===== src/rtl/usd_pkg.sv =====
`timescale 1ns / 1ps
// Shared types and constants of the UTF-8 stream decoder.
// No dependencies.
package usd_pkg;

    localparam int unsigned CP_W   = 21;
    localparam int unsigned BYTE_W = 8;
    localparam int unsigned CNT_W  = 3;

    typedef logic [CP_W-1:0]   cp_t;
    typedef logic [BYTE_W-1:0] byte_t;
    typedef logic [CNT_W-1:0]  cnt_t;
    typedef logic [1:0]        seq_t;

    localparam cp_t   REPL_CP    = cp_t'(24'h00FFFD);
    localparam byte_t LEAD2_MASK = 8'h1F;
    localparam byte_t LEAD3_MASK = 8'h0F;
    localparam byte_t LEAD4_MASK = 8'h07;

endpackage


===== src/rtl/utf8_stream_decoder_unit.sv =====
`timescale 1ns / 1ps
// Top level of the UTF-8 stream decoder: input register, decode, result run.
// Depends on usd_pkg.
//
// An accepted byte passes the input register and then the result register before its first result.
// Throughput: one byte per cycle while each byte gives at most one result and the output
// is not stalled; a byte giving n results holds the result register until all n are taken.
// Bytes giving no result pass through without waiting on the output.
// Reset (rst_n low, asynchronous) empties both stages and clears any open sequence.
module utf8_stream_decoder_unit
    import usd_pkg::*;
(
    input  logic        clk,
    input  logic        rst_n,
    input  logic        in_valid,
    output logic        in_ready,
    input  logic [7:0]  data_byte,
    input  logic        end_of_input,
    output logic        out_valid,
    input  logic        out_ready,
    output logic [20:0] code_point,
    output logic        is_replacement,
    output logic        last_of_run,
    output logic        stream_finished
);

    logic  s1_valid_reg, s1_valid_next;
    byte_t s1_byte_reg;
    logic  s1_eoi_reg;

    cp_t   pv_reg, pv_next;
    seq_t  need_reg, need_next;
    seq_t  taken_reg, taken_next;

    cnt_t  rem_reg, rem_next;
    cp_t   last_cp_reg, last_cp_next;
    logic  last_rep_reg, last_rep_next;
    logic  fin_reg, fin_next;

    cp_t   pv_shift;
    cnt_t  n_bad;
    logic  cont_emit, lead_ascii, lead_bad, eoi_emit, as_lead;
    cnt_t  cnt;
    logic  run_free, advance;

    // decode
    always_comb
    begin
        pv_next    = pv_reg;
        need_next  = need_reg;
        taken_next = taken_reg;
        n_bad      = '0;
        cont_emit  = 1'b0;
        lead_ascii = 1'b0;
        lead_bad   = 1'b0;
        eoi_emit   = 1'b0;
        as_lead    = 1'b1;
        pv_shift   = {pv_reg[CP_W-7:0], s1_byte_reg[5:0]};

        if (need_reg != 2'd0)
        begin
            if (s1_byte_reg[7:6] == 2'b10)
            begin
                as_lead   = 1'b0;
                pv_next   = pv_shift;
                need_next = need_reg - 2'd1;
                if (need_reg == 2'd1)
                begin
                    cont_emit  = 1'b1;
                    pv_next    = '0;
                    taken_next = '0;
                end
                else
                begin
                    taken_next = taken_reg + 2'd1;
                end
            end
            else
            begin
                n_bad      = cnt_t'(taken_reg) + cnt_t'(1);
                pv_next    = '0;
                need_next  = '0;
                taken_next = '0;
            end
        end

        if (as_lead)
        begin
            case (s1_byte_reg) inside
                [8'h00:8'h7F]:
                    lead_ascii = 1'b1;
                [8'hC0:8'hDF]:
                begin
                    pv_next    = cp_t'(s1_byte_reg & LEAD2_MASK);
                    need_next  = 2'd1;
                    taken_next = '0;
                end
                [8'hE0:8'hEF]:
                begin
                    pv_next    = cp_t'(s1_byte_reg & LEAD3_MASK);
                    need_next  = 2'd2;
                    taken_next = '0;
                end
                [8'hF0:8'hF7]:
                begin
                    pv_next    = cp_t'(s1_byte_reg & LEAD4_MASK);
                    need_next  = 2'd3;
                    taken_next = '0;
                end
                default:
                    lead_bad = 1'b1;
            endcase
        end

        if (s1_eoi_reg)
        begin
            eoi_emit   = (need_next != 2'd0);
            pv_next    = '0;
            need_next  = '0;
            taken_next = '0;
        end

        cnt = n_bad + cnt_t'(cont_emit) + cnt_t'(lead_ascii) + cnt_t'(lead_bad)
            + cnt_t'(eoi_emit);
    end

    // handshake
    assign run_free      = (rem_reg == cnt_t'(0)) || ((rem_reg == cnt_t'(1)) && out_ready);
    assign advance       = s1_valid_reg && ((cnt == cnt_t'(0)) || run_free);
    assign in_ready      = !s1_valid_reg || advance;
    assign s1_valid_next = (in_valid && in_ready) || (s1_valid_reg && !advance);

    // result run
    always_comb
    begin
        rem_next      = rem_reg;
        last_cp_next  = last_cp_reg;
        last_rep_next = last_rep_reg;
        fin_next      = fin_reg;
        if (out_valid && out_ready)
        begin
            rem_next = rem_reg - cnt_t'(1);
        end
        if (advance && (cnt != cnt_t'(0)))
        begin
            rem_next = cnt;
            fin_next = s1_eoi_reg;
            if (eoi_emit)
            begin
                last_cp_next  = REPL_CP;
                last_rep_next = 1'b1;
            end
            else if (lead_ascii)
            begin
                last_cp_next  = cp_t'(s1_byte_reg);
                last_rep_next = 1'b0;
            end
            else if (cont_emit)
            begin
                last_cp_next  = pv_shift;
                last_rep_next = 1'b0;
            end
            else
            begin
                last_cp_next  = REPL_CP;
                last_rep_next = 1'b1;
            end
        end
    end

    always_ff @(posedge clk or negedge rst_n)
    begin
        if (!rst_n)
        begin
            s1_valid_reg <= 1'b0;
            pv_reg       <= '0;
            need_reg     <= '0;
            taken_reg    <= '0;
            rem_reg      <= '0;
        end
        else
        begin
            s1_valid_reg <= s1_valid_next;
            rem_reg      <= rem_next;
            if (advance)
            begin
                pv_reg    <= pv_next;
                need_reg  <= need_next;
                taken_reg <= taken_next;
            end
        end
    end

    always_ff @(posedge clk)
    begin
        if (in_valid && in_ready)
        begin
            s1_byte_reg <= data_byte;
            s1_eoi_reg  <= end_of_input;
        end
        last_cp_reg  <= last_cp_next;
        last_rep_reg <= last_rep_next;
        fin_reg      <= fin_next;
    end

    assign out_valid       = (rem_reg != cnt_t'(0));
    assign last_of_run     = (rem_reg == cnt_t'(1));
    assign code_point      = last_of_run ? last_cp_reg : REPL_CP;
    assign is_replacement  = last_of_run ? last_rep_reg : 1'b1;
    assign stream_finished = last_of_run && fin_reg;

endmodule


===== config.mk =====
export PLATFORM = sky130hd
export DESIGN_NAME = utf8_stream_decoder_unit
export DESIGN_NICKNAME = d
export VERILOG_FILES = /design/src/rtl/usd_pkg.sv /design/src/rtl/utf8_stream_decoder_unit.sv
export SDC_FILE = /design/constraint.sdc
export NUM_CORES = 1
export LEC_CHECK = 0
export BUFFER_PORTS_ARGS = -buffer_cell sky130_fd_sc_hd__clkbuf_2
export CORE_MARGIN = 1.5
export CORE_UTILIZATION = 44
export CTS_BUF_LIST = sky130_fd_sc_hd__clkbuf_4 sky130_fd_sc_hd__clkbuf_8
export DETAILED_ROUTE_END_ITERATION = 16
export PLACE_DENSITY = 0.64
export SLEW_MARGIN = 20
export SYNTH_ARGS = -nofsm -noshare
export SYNTH_HDL_FRONTEND = slang
export SYNTH_SLANG_ARGS = --single-unit
export TNS_END_PERCENT = 30

===== constraint.sdc =====
create_clock -name clk -period 5 [get_ports clk]
set_input_delay 1.25 -clock clk [delete_from_list [all_inputs] [get_ports clk]]
set_output_delay 1.25 -clock clk [all_outputs]
set_load 0.01 [all_outputs]

Yosys cells after proc, flatten, opt, wreduce, memory -nomap -nowiden
Cells that the tools add are included.
Word-level totals
  logic and storage cells: 105
  bits in writable memories: 0
  latch bits: 0
  register bits: 61
  memory bits (read-only): 0
  output and inout port bits: 26
  bits of input ports: 13
  memories: 0
Operators by class
  shifts and indexed selects: 0
  order comparisons: 8
  bitwise gates (word level): 1
  eq/ne operators: 3
  $add $sub $neg: 8
  mux-type cells: 49
  reductions and logical operators: 25
  multiply operators: 0
  divide/modulo/power cells: 0
Operator list (count)
  $mux W21: 10
  $mux W2: 17
  $mux W16: 2
  $ge A8 B8 Y1 const B: 3
  $le A8 B8 Y1 const B: 3
  $mux W1: 16
  $add A3 B1 Y3: 4
  $mux W3: 4
  $logic_and A1 B1 Y1: 11
  $ge A8 B1 Y1 const B: 1
  $le A8 B7 Y1 const B: 1
  $logic_not A3 Y1: 2
  $reduce_bool A2 Y1: 3
  $reduce_bool A3 Y1: 2
  $logic_or A1 B1 Y1: 4
  $add A2 B1 Y3 const B: 1
  $eq A3 B1 Y1 const B: 1
  $reduce_or A3 Y1: 1
  $sub A3 B1 Y3 const B: 1
  $add A2 B1 Y2 const B: 1
  $eq A2 B1 Y1 const B: 1
  $eq A2 B2 Y1 const B: 1
  $logic_not A1 Y1: 2
  $sub A2 B1 Y2 const B: 1
  $not A1 Y1: 1

Depth between registers and ports, before layout
Gate-level depths: netlist of the first run.
  depth after elaboration: 17
  mapped depth: 16
  depth with buffers taken out: 12

Worst setup path before layout of the first run
No wires, ideal clock.
  path kind: register to output
  start point: register need_reg[0]
  end point: output port in_ready
  path slack: -225 ps
  stages on the path, launching flop included: 15
  arrival time: 3975 ps
  path through: dfrtp_1 > inv_1 > ha_1 > clkbuf_1 > nor3b_1 > o21ai_0 > a2111oi_4 > buf_2 > nor2_1 > fa_1 > fa_1 > or2_1 > nor4b_1 > nor3_1 > inv_1
On the way
  longest elaborated chain between the ends: 15
Ends and longest elaborated chain
  start, declared: line utf8_stream_decoder_unit.sv:32  | seq_t need_reg, need_next;
  start signal, assigned: line utf8_stream_decoder_unit.sv:188  | need_reg <= need_next;
  $sub A2 B1 Y2: line utf8_stream_decoder_unit.sv:66  | need_next = need_reg - 2'd1;
  $mux W2: line utf8_stream_decoder_unit.sv:62  | if (s1_byte_reg[7:6] == 2'b10)
  $mux W2: line utf8_stream_decoder_unit.sv:60  | if (need_reg != 2'd0)
  $mux W2 (4 in a row): line utf8_stream_decoder_unit.sv:89  | case (s1_byte_reg) inside
  $mux W2 (*): line utf8_stream_decoder_unit.sv:87  | if (as_lead)
  $reduce_bool A2 Y1 (*): line utf8_stream_decoder_unit.sv:117  | eoi_emit = (need_next != 2'd0);
  $mux W1 (*): line utf8_stream_decoder_unit.sv:115  | if (s1_eoi_reg)
  net eoi_emit: line utf8_stream_decoder_unit.sv:42  | logic cont_emit, lead_ascii, lead_bad, eoi_emit, as_lead;
  $add A3 B1 Y3 (*): line utf8_stream_decoder_unit.sv:124  | + cnt_t'(eoi_emit);
  $logic_not A3 Y1 (*): line utf8_stream_decoder_unit.sv:129  | assign advance = s1_valid_reg && ((cnt == cnt_t'(0)) || run_free);
  $logic_or A1 B1 Y1 (*): line utf8_stream_decoder_unit.sv:129
  $logic_and A1 B1 Y1 (*): line utf8_stream_decoder_unit.sv:129
  $logic_or A1 B1 Y1 (*): line utf8_stream_decoder_unit.sv:130  | assign in_ready = !s1_valid_reg || advance;
  end, declared: line utf8_stream_decoder_unit.sv:16  | output logic in_ready,
Mark *: on every way through the listed nets, which the timed path passes. The rest lies on a longest branch.

Worst setup path after layout of the first run
  start point: register need_reg[1]
  end point: output port in_ready
The elaborated chain is that of the path after synthesis.

==> impl_metrics.yaml, run 1 <==
status:
  outcome: "finished clean"
setup_path:
  worstSetupEndpointType: "output pin"
  critPathMaxFanout: 7
  crit_required_ps: 3750
  crit_path_start_kind: "flop"
  critical_path_class: "reg -> out"
  arrival_ps: 3640
synth:
  synth_most_common_cell: "edfxtp_1"
  synth_top_cell_area_share_pct: 34.0
  synth_edf_count: 32
  syn-num-nets: 270
  ys_async_sr_fraction_pct: 41.8
  ys_top_cells_by_count: "edfxtp_1 (32), o21ai_0 (26), dfrtp_1 (23)"
  ys_seq_area_share_pct: 54.3
  yosysTopAreaCell: "edfxtp_1"
  yosysWarnings: 0
  synth_ff_type: "edfxtp_1"
  syn-instance-count: 248
  synth_area_leaders: "edfxtp_1 (34%), dfrtp_1 (20%), o21ai_0 (4.6%)"
  ys_seq_elements: 55
  yosysUniqueCellTypes: 51
  syn_area_per_cell_um2: 11.4
  synthesis.area_um2: 2830
timing:
  setup_viol: 0
  hold_viol_final: 0
  maxSlewHeadroom_pct: 54.8
  final.period_utilization_pct: 97.9
  worstMarginPinSlew_ps: 678
  tns_ps: 0
  max_freq_mhz: 204
  drv_slew: 0
  min_period_ps: 4890
  layout_setup_ws_ps: 107
  finClkSkew_ps: 8.86
pwr:
  switching_power_w: 0.00106
  seq_power_share_pct: 32.8
  ir_worst_vdd_v: 0.000345
  combinationalPowerShare_pct: 57.1
  clockPowerShare_pct: 10.0
  leakagePower_nw: 1.37
  p_per_area_nw_per_um2: 735
  power_switching_share_pct: 42.8
  p_int_w: 0.00141
finish:
  final_area_um2: 3360
  register_area_um2: 1540
  drive_gt1_share_pct: 29.6
  multi_input_area_um2: 1250
  n_fill_cell: 570
  instances_no_fill: 378
  final_nets: 322
  largest_reg_flops: 21
  antenna_cells: 0
  utilization_pct: 53.6
  area_growth_pct: 18.8
global_routing:
  grt_pass1_vias: 1830
  antenna_found_initial: 0
  grt_pass1_wl_mm: 9.62
  grt.total_usage_pct: 17.7
  grt-ovfl-total: 0
  grt_max_degree: 25
floorplanning:
  start_util_pct: 45.1
  core_um2: 6280
  chipHeight_um: 83.2
  die_area_um2: 6920
  rows: 29
  die_x_um: 83.2
  io_pins: 39
place:
  place.gp.congestion: 0.853
  post-place-cells: 363
  dp_hpwl_mm: 4.06
  port_buffers: 38
  placed_area_um2: 3150
  dpl_worst_slack_ps: 179
min_path:
  hold_class: "reg -> reg"
detailed_routing:
  wl_per_cell_um: 15.3
  postRouteAntennaNets: 0
  totalWireLength_mm: 5.80
  viasPerCell: 5.44
  drc: 0
  vias: 2056
  drt_iter0_markers: 186
  dr.pass1.iters: 4
clock_network:
  cts_tree: "done"
  cts_sinks: 55
  cts_made_buffers: 5
  clock_latency_ps: 310
  clock_path_buffers: 2
  h-tree-depth: 2
  clock_tree.root_cell: "clkbuf_8"
  clkTransAtPathRegs_ps: 100
flow_run:
  drv_cap: 0
-- final cells by class --
cell class	count	area share [%]
sequential	55	45.7
multi-input combinational	169	37.1
timing repair buffer	59	10.5
inverter	10	1.12
clock buffer	5	2.05
clock inverter	3	0.670
tap	77	2.87
-- routing by layer --
| layer | global-route usage, % | share of wire (%) | vias to the layer above |
|---|---|---|---|
| met5 | 0 | 0 | - |
| met4 | 4.39 | 1.3 | 0 |
| met3 | 4.08 | 5.5 | 8 |
| met2 | 26.0 | 45 | 62 |
| met1 | 26.5 | 48 | 966 |
| li1 | - | - | 1020 |
-- cell usage in the layout, fill, tap and decap left out, types with 6 or more instances in the layout --
| cell | count |
|---|---|
| nand2b_1 | 20 |
| a21oi_1 | 9 |
| inv_1 | 6 |
| nand2_1 | 17 |
| edfxtp_1 | 32 |
| a22o_1 | 11 |
| o21ai_0 | 25 |
| dfrtp_1 | 23 |
| a32o_1 | 6 |
| buf_4 | 20 |
| clkbuf_2 | 37 |
| and2_1 | 8 |
-- power groups by stage --
| stage | clock [W] | sequential (W) | combinational (W) |
|---|---|---|---|
| after global placement | 0 | 0.000822 | 0.00122 |
| final | 0.000248 | 0.000811 | 0.00141 |
| after CTS | 0.000256 | 0.000812 | 0.00130 |
| after detailed placement | 0 | 0.000824 | 0.00123 |
| after floorplan | 0 | 0.000792 | 0.000924 |
| after global routing | 0.000275 | 0.000835 | 0.00155 |
-- critical path, cell delays in order (launching register included) --
cell and delay, ps:
dfrtp_1 400, inv_2 90, ha_4 190, nor4b_1 70
a221o_1 330, a2111oi_4 420, nor2_2 90, fa_2 350
fa_1 520, or2_4 290, nor4b_4 320, nor3_2 90
inv_1 50, buf_2 120
-- kinds of logic after synthesis --
| family | synth area share [%] |
|---|---|
| and+or+nand+nor | 16.5 |
| muxes | 1.46 |
| adders and majority gates | 4.78 |
| DFF | 54.3 |
| buffers and inverters | 4.16 |
| AOI/OAI and AO/OA | 18.8 |
-- through the flow --
stage          hold WS [ps]  power (W)
6_report                513    0.00247
4_1_cts                 514    0.00237
5_1_grt                 526    0.00266
3_3_place_gp            488    0.00204
2_1_floorplan           461    0.00172
3_5_place_dp            484    0.00206
-- final timing paths --
kind,from,endpoint,slack (ps),cells past startpoint
worst max-delay path,need_reg[1],in_ready,110,13
worst min-delay path,pv_reg[13],pv_reg[13],510,1
worst max register to register,need_reg[1],taken_reg[0],760,12
worst min register to register,pv_reg[13],pv_reg[13],510,1
max in group asynchronous,rst_n,pv_reg[4],3680,1
min in group asynchronous,rst_n,pv_reg[6],930,1
-- what timing repair did --
action | in CTS | in global routing
buffers inserted | 3 | 4
endpoints found under the setup margin | 1 | 1
pin swaps | 2 | 10
hold buffers | 0 | 0
gates resized for setup | 7 | 12
cloned | 0 | 0
Power figures use the tool's default switching activity.
==> inputs of run 2 (changes only) <==
--- a/config.mk
+++ b/config.mk
@@ -5,12 +5,13 @@
 export SDC_FILE = /design/constraint.sdc
 export NUM_CORES = 1
 export LEC_CHECK = 0
+export ABC_AREA = 1
 export BUFFER_PORTS_ARGS = -buffer_cell sky130_fd_sc_hd__clkbuf_2
 export CORE_MARGIN = 1.5
 export CORE_UTILIZATION = 44
 export CTS_BUF_LIST = sky130_fd_sc_hd__clkbuf_4 sky130_fd_sc_hd__clkbuf_8
 export DETAILED_ROUTE_END_ITERATION = 16
-export PLACE_DENSITY = 0.64
+export PLACE_DENSITY = 0.66
 export SLEW_MARGIN = 20
 export SYNTH_ARGS = -nofsm -noshare
 export SYNTH_HDL_FRONTEND = slang
==> impl_metrics.yaml, run 2 <==
finish:
  final_area_um2: 3530
  antenna_cells: 0
  largest_reg_flops: 21
  drive_gt1_share_pct: 29.5
  final_cell_mix: "nand2_1 (82), inv_1 (42), clkbuf_2 (38)"
  final_nets: 407
  layout_commonest_cell: "nand2_1"
  n_fill_cell: 665
  area_growth_pct: 10.7
  instances_no_fill: 482
synth:
  yosysTopAreaCell: "edfxtp_1"
  synth_ff_type: "edfxtp_1"
  synth_most_common_cell: "nand2_1"
  ys_seq_area_share_pct: 48.3
  yosysUniqueCellTypes: 34
  ys_seq_elements: 55
  synth.area.mux_share_pct: 0
  ys_top_cells_by_count: "nand2_1 (82), inv_1 (42), edfxtp_1 (32)"
  synth_top_cell_area_share_pct: 30.2
  synth_fa_ha_area_share_pct: 4.24
  synth_edf_count: 32
  synth_area_leaders: "edfxtp_1 (30%), dfrtp_1 (18%), nand2_1 (9.7%)"
  ys_async_sr_fraction_pct: 41.8
  yosysWarnings: 0
  syn_area_per_cell_um2: 9.02
  synth_compound_area_share_pct: 6.92
  synthesis.area_um2: 3180
  syn-num-nets: 375
  yosys.area_share.simple_pct: 30.1
  synth-xor-area-share_pct: 0.275
  synth_top_family_by_area: "simple AND/OR/NAND/NOR gates"
  syn-instance-count: 353
setup_path:
  crit_top_cell: "fa_1"
  critPathMaxFanout: 17
  arrival_ps: 3480
  r2r-start: "need_reg[0]"
  worst-r2r-setup-slack_ps: 980
  worstReg2RegEnd: "last_cp_reg[6]"
  reg2regPathDepth: 13
  slowest_delay_ps: 470
  worstSetupEndpointType: "output pin"
  crit_required_ps: 3750
  crit_path_top_delay_cell: "fa_1"
  critPathLaunch: "need_reg[0]"
  worst-path-buf-inv: 3
  critical_path_class: "reg -> out"
  crit_family: "adder cells"
  crit_chain: "inv_1 > ha_2 > inv_4 > nand2_1 > nor2_4 > fa_1 > fa_1 > fa_1 > nor2_1 > nand3_2 > nand3_1 > clkbuf_2"
  crit_path_start_kind: "flop"
place:
  placed_area_um2: 3380
  place.gp.congestion: 0.957
  dp_hpwl_mm: 4.57
  dpl_worst_slack_ps: 489
  post-place-cells: 471
  port_buffers: 38
floorplanning:
  chipHeight_um: 88.1
  die_area_um2: 7760
  io_pins: 39
  rows: 30
  die_x_um: 88.1
  core_um2: 6910
  start_util_pct: 46.1
global_routing:
  grt-ovfl-total: 0
  grt_max_degree: 26
  grt.total_usage_pct: 17.4
  grt_pass1_wl_mm: 10.4
  grt_pass1_vias: 2129
  antenna_found_initial: 0
pwr:
  power_w: 0.00254
  p_per_area_nw_per_um2: 720
  ir_worst_vdd_v: 0.000342
  leakagePower_nw: 1.62
detailed_routing:
  postRouteAntennaNets: 0
  dr.pass1.iters: 5
  wl_per_cell_um: 12.7
  totalWireLength_mm: 6.11
  vias: 2317
  drc: 0
  drt_iter0_markers: 166
  viasPerCell: 4.81
clock_network:
  cts_made_buffers: 5
  clkTransAtPathRegs_ps: 100
  h-tree-depth: 2
  cts_sinks: 55
  cts_tree: "done"
  clock_path_buffers: 2
  clock_latency_ps: 310
  clock_tree.root_cell: "clkbuf_8"
timing:
  layout_setup_ws_ps: 272
  final.period_utilization_pct: 94.6
  max_freq_mhz: 211
  setup_viol: 0
  rsz0062_at_grt: "false"
  maxSlewHeadroom_pct: 44.5
  min_period_ps: 4730
  finClkSkew_ps: 5.49
  worstMarginPinSlew_ps: 831
  tns_ps: 0
  drv_slew: 0
  hold_viol_final: 0
min_path:
  hold_end: "rem_reg[1]"
  hold_depth: 2
  hold_path.startpoint: "rem_reg[1]"
  hold_class: "reg -> reg"
flow_run:
  drv_cap: 0
status:
  outcome: "finished clean"
run 2: cell count changes after synthesis, moves of 14 or more:
cell      before  now
inv_1          9   42
nand3_2        0   15
nand2_1       17   82
nand2b_1      20    0
nor2_1         7   22
or2_2          2   16
run 2: per-layer routing:
metal	global-route usage [%]	vias to the layer above	routed length, um
met2	24.7	78	2540
li1	-	1198	-
met4	6.96	0	126
met1	26.3	1028	3090
met3	3.20	13	347
met5	0	-	0
run 2: cells by family after synthesis:
| logic type | after synthesis |
|---|---|
| simple gates | 180 |
| buf+inv | 69 |
| flops | 55 |
| compound gates | 39 |
| fa+ha+maj | 9 |
| xor+xnor | 1 |
run 2: how the worst max path moves through the flow:
stage / slack, ps / depth (start not counted) / to
finish: 270 / 12 / in_ready
CTS: 120 / 13 / in_ready
global placement: 580 / 13 / in_ready
floorplan: 700 / 13 / in_ready
global route: 40 / 15 / in_ready
detailed placement: 490 / 16 / in_ready
run 2: what timing repair did:
action,CTS,global route
hold buffers,0,0
buffers inserted,0,3
endpoints found under the setup margin,0,1
resized for setup,0,2
run 2: tightest hold or removal path, delay by kind of cell, from the launching register on:
| family | cells | cell delay [ps] |
|---|---|---|
| flip-flops | 1 | 350 |
| AND/OR/NAND/NOR | 2 | 110 |
run 2: power by group:
group	total [W]	internal, W	switching (W)
logic	0.00136	0.000415	0.000944
clock network	0.000303	0.000152	0.000151
registers	0.000877	0.000742	0.000134
total	0.00254	0.00131	0.00123
run 2: stage by stage:
step | util [%] | hold WS (ps)
2_1_floorplan | - | 449
3_3_place_gp | 48.9 | 464
3_5_place_dp | 48.9 | 465
4_1_cts | 50.6 | 492
5_1_grt | 51.1 | 514
6_report | 51.1 | 489
run 2: cell type report:
cell class	instances	area, um2	area share (%)
Timing Repair Buffer	41	213	6.03
Tap cell	96	120	3.41
Clock buffer	5	68.8	1.95
Multi-Input combinational cell	229	1330	37.8
Clock inverter	3	47.5	1.35
Sequential cell	55	1540	43.6
Inverter	53	206	5.86
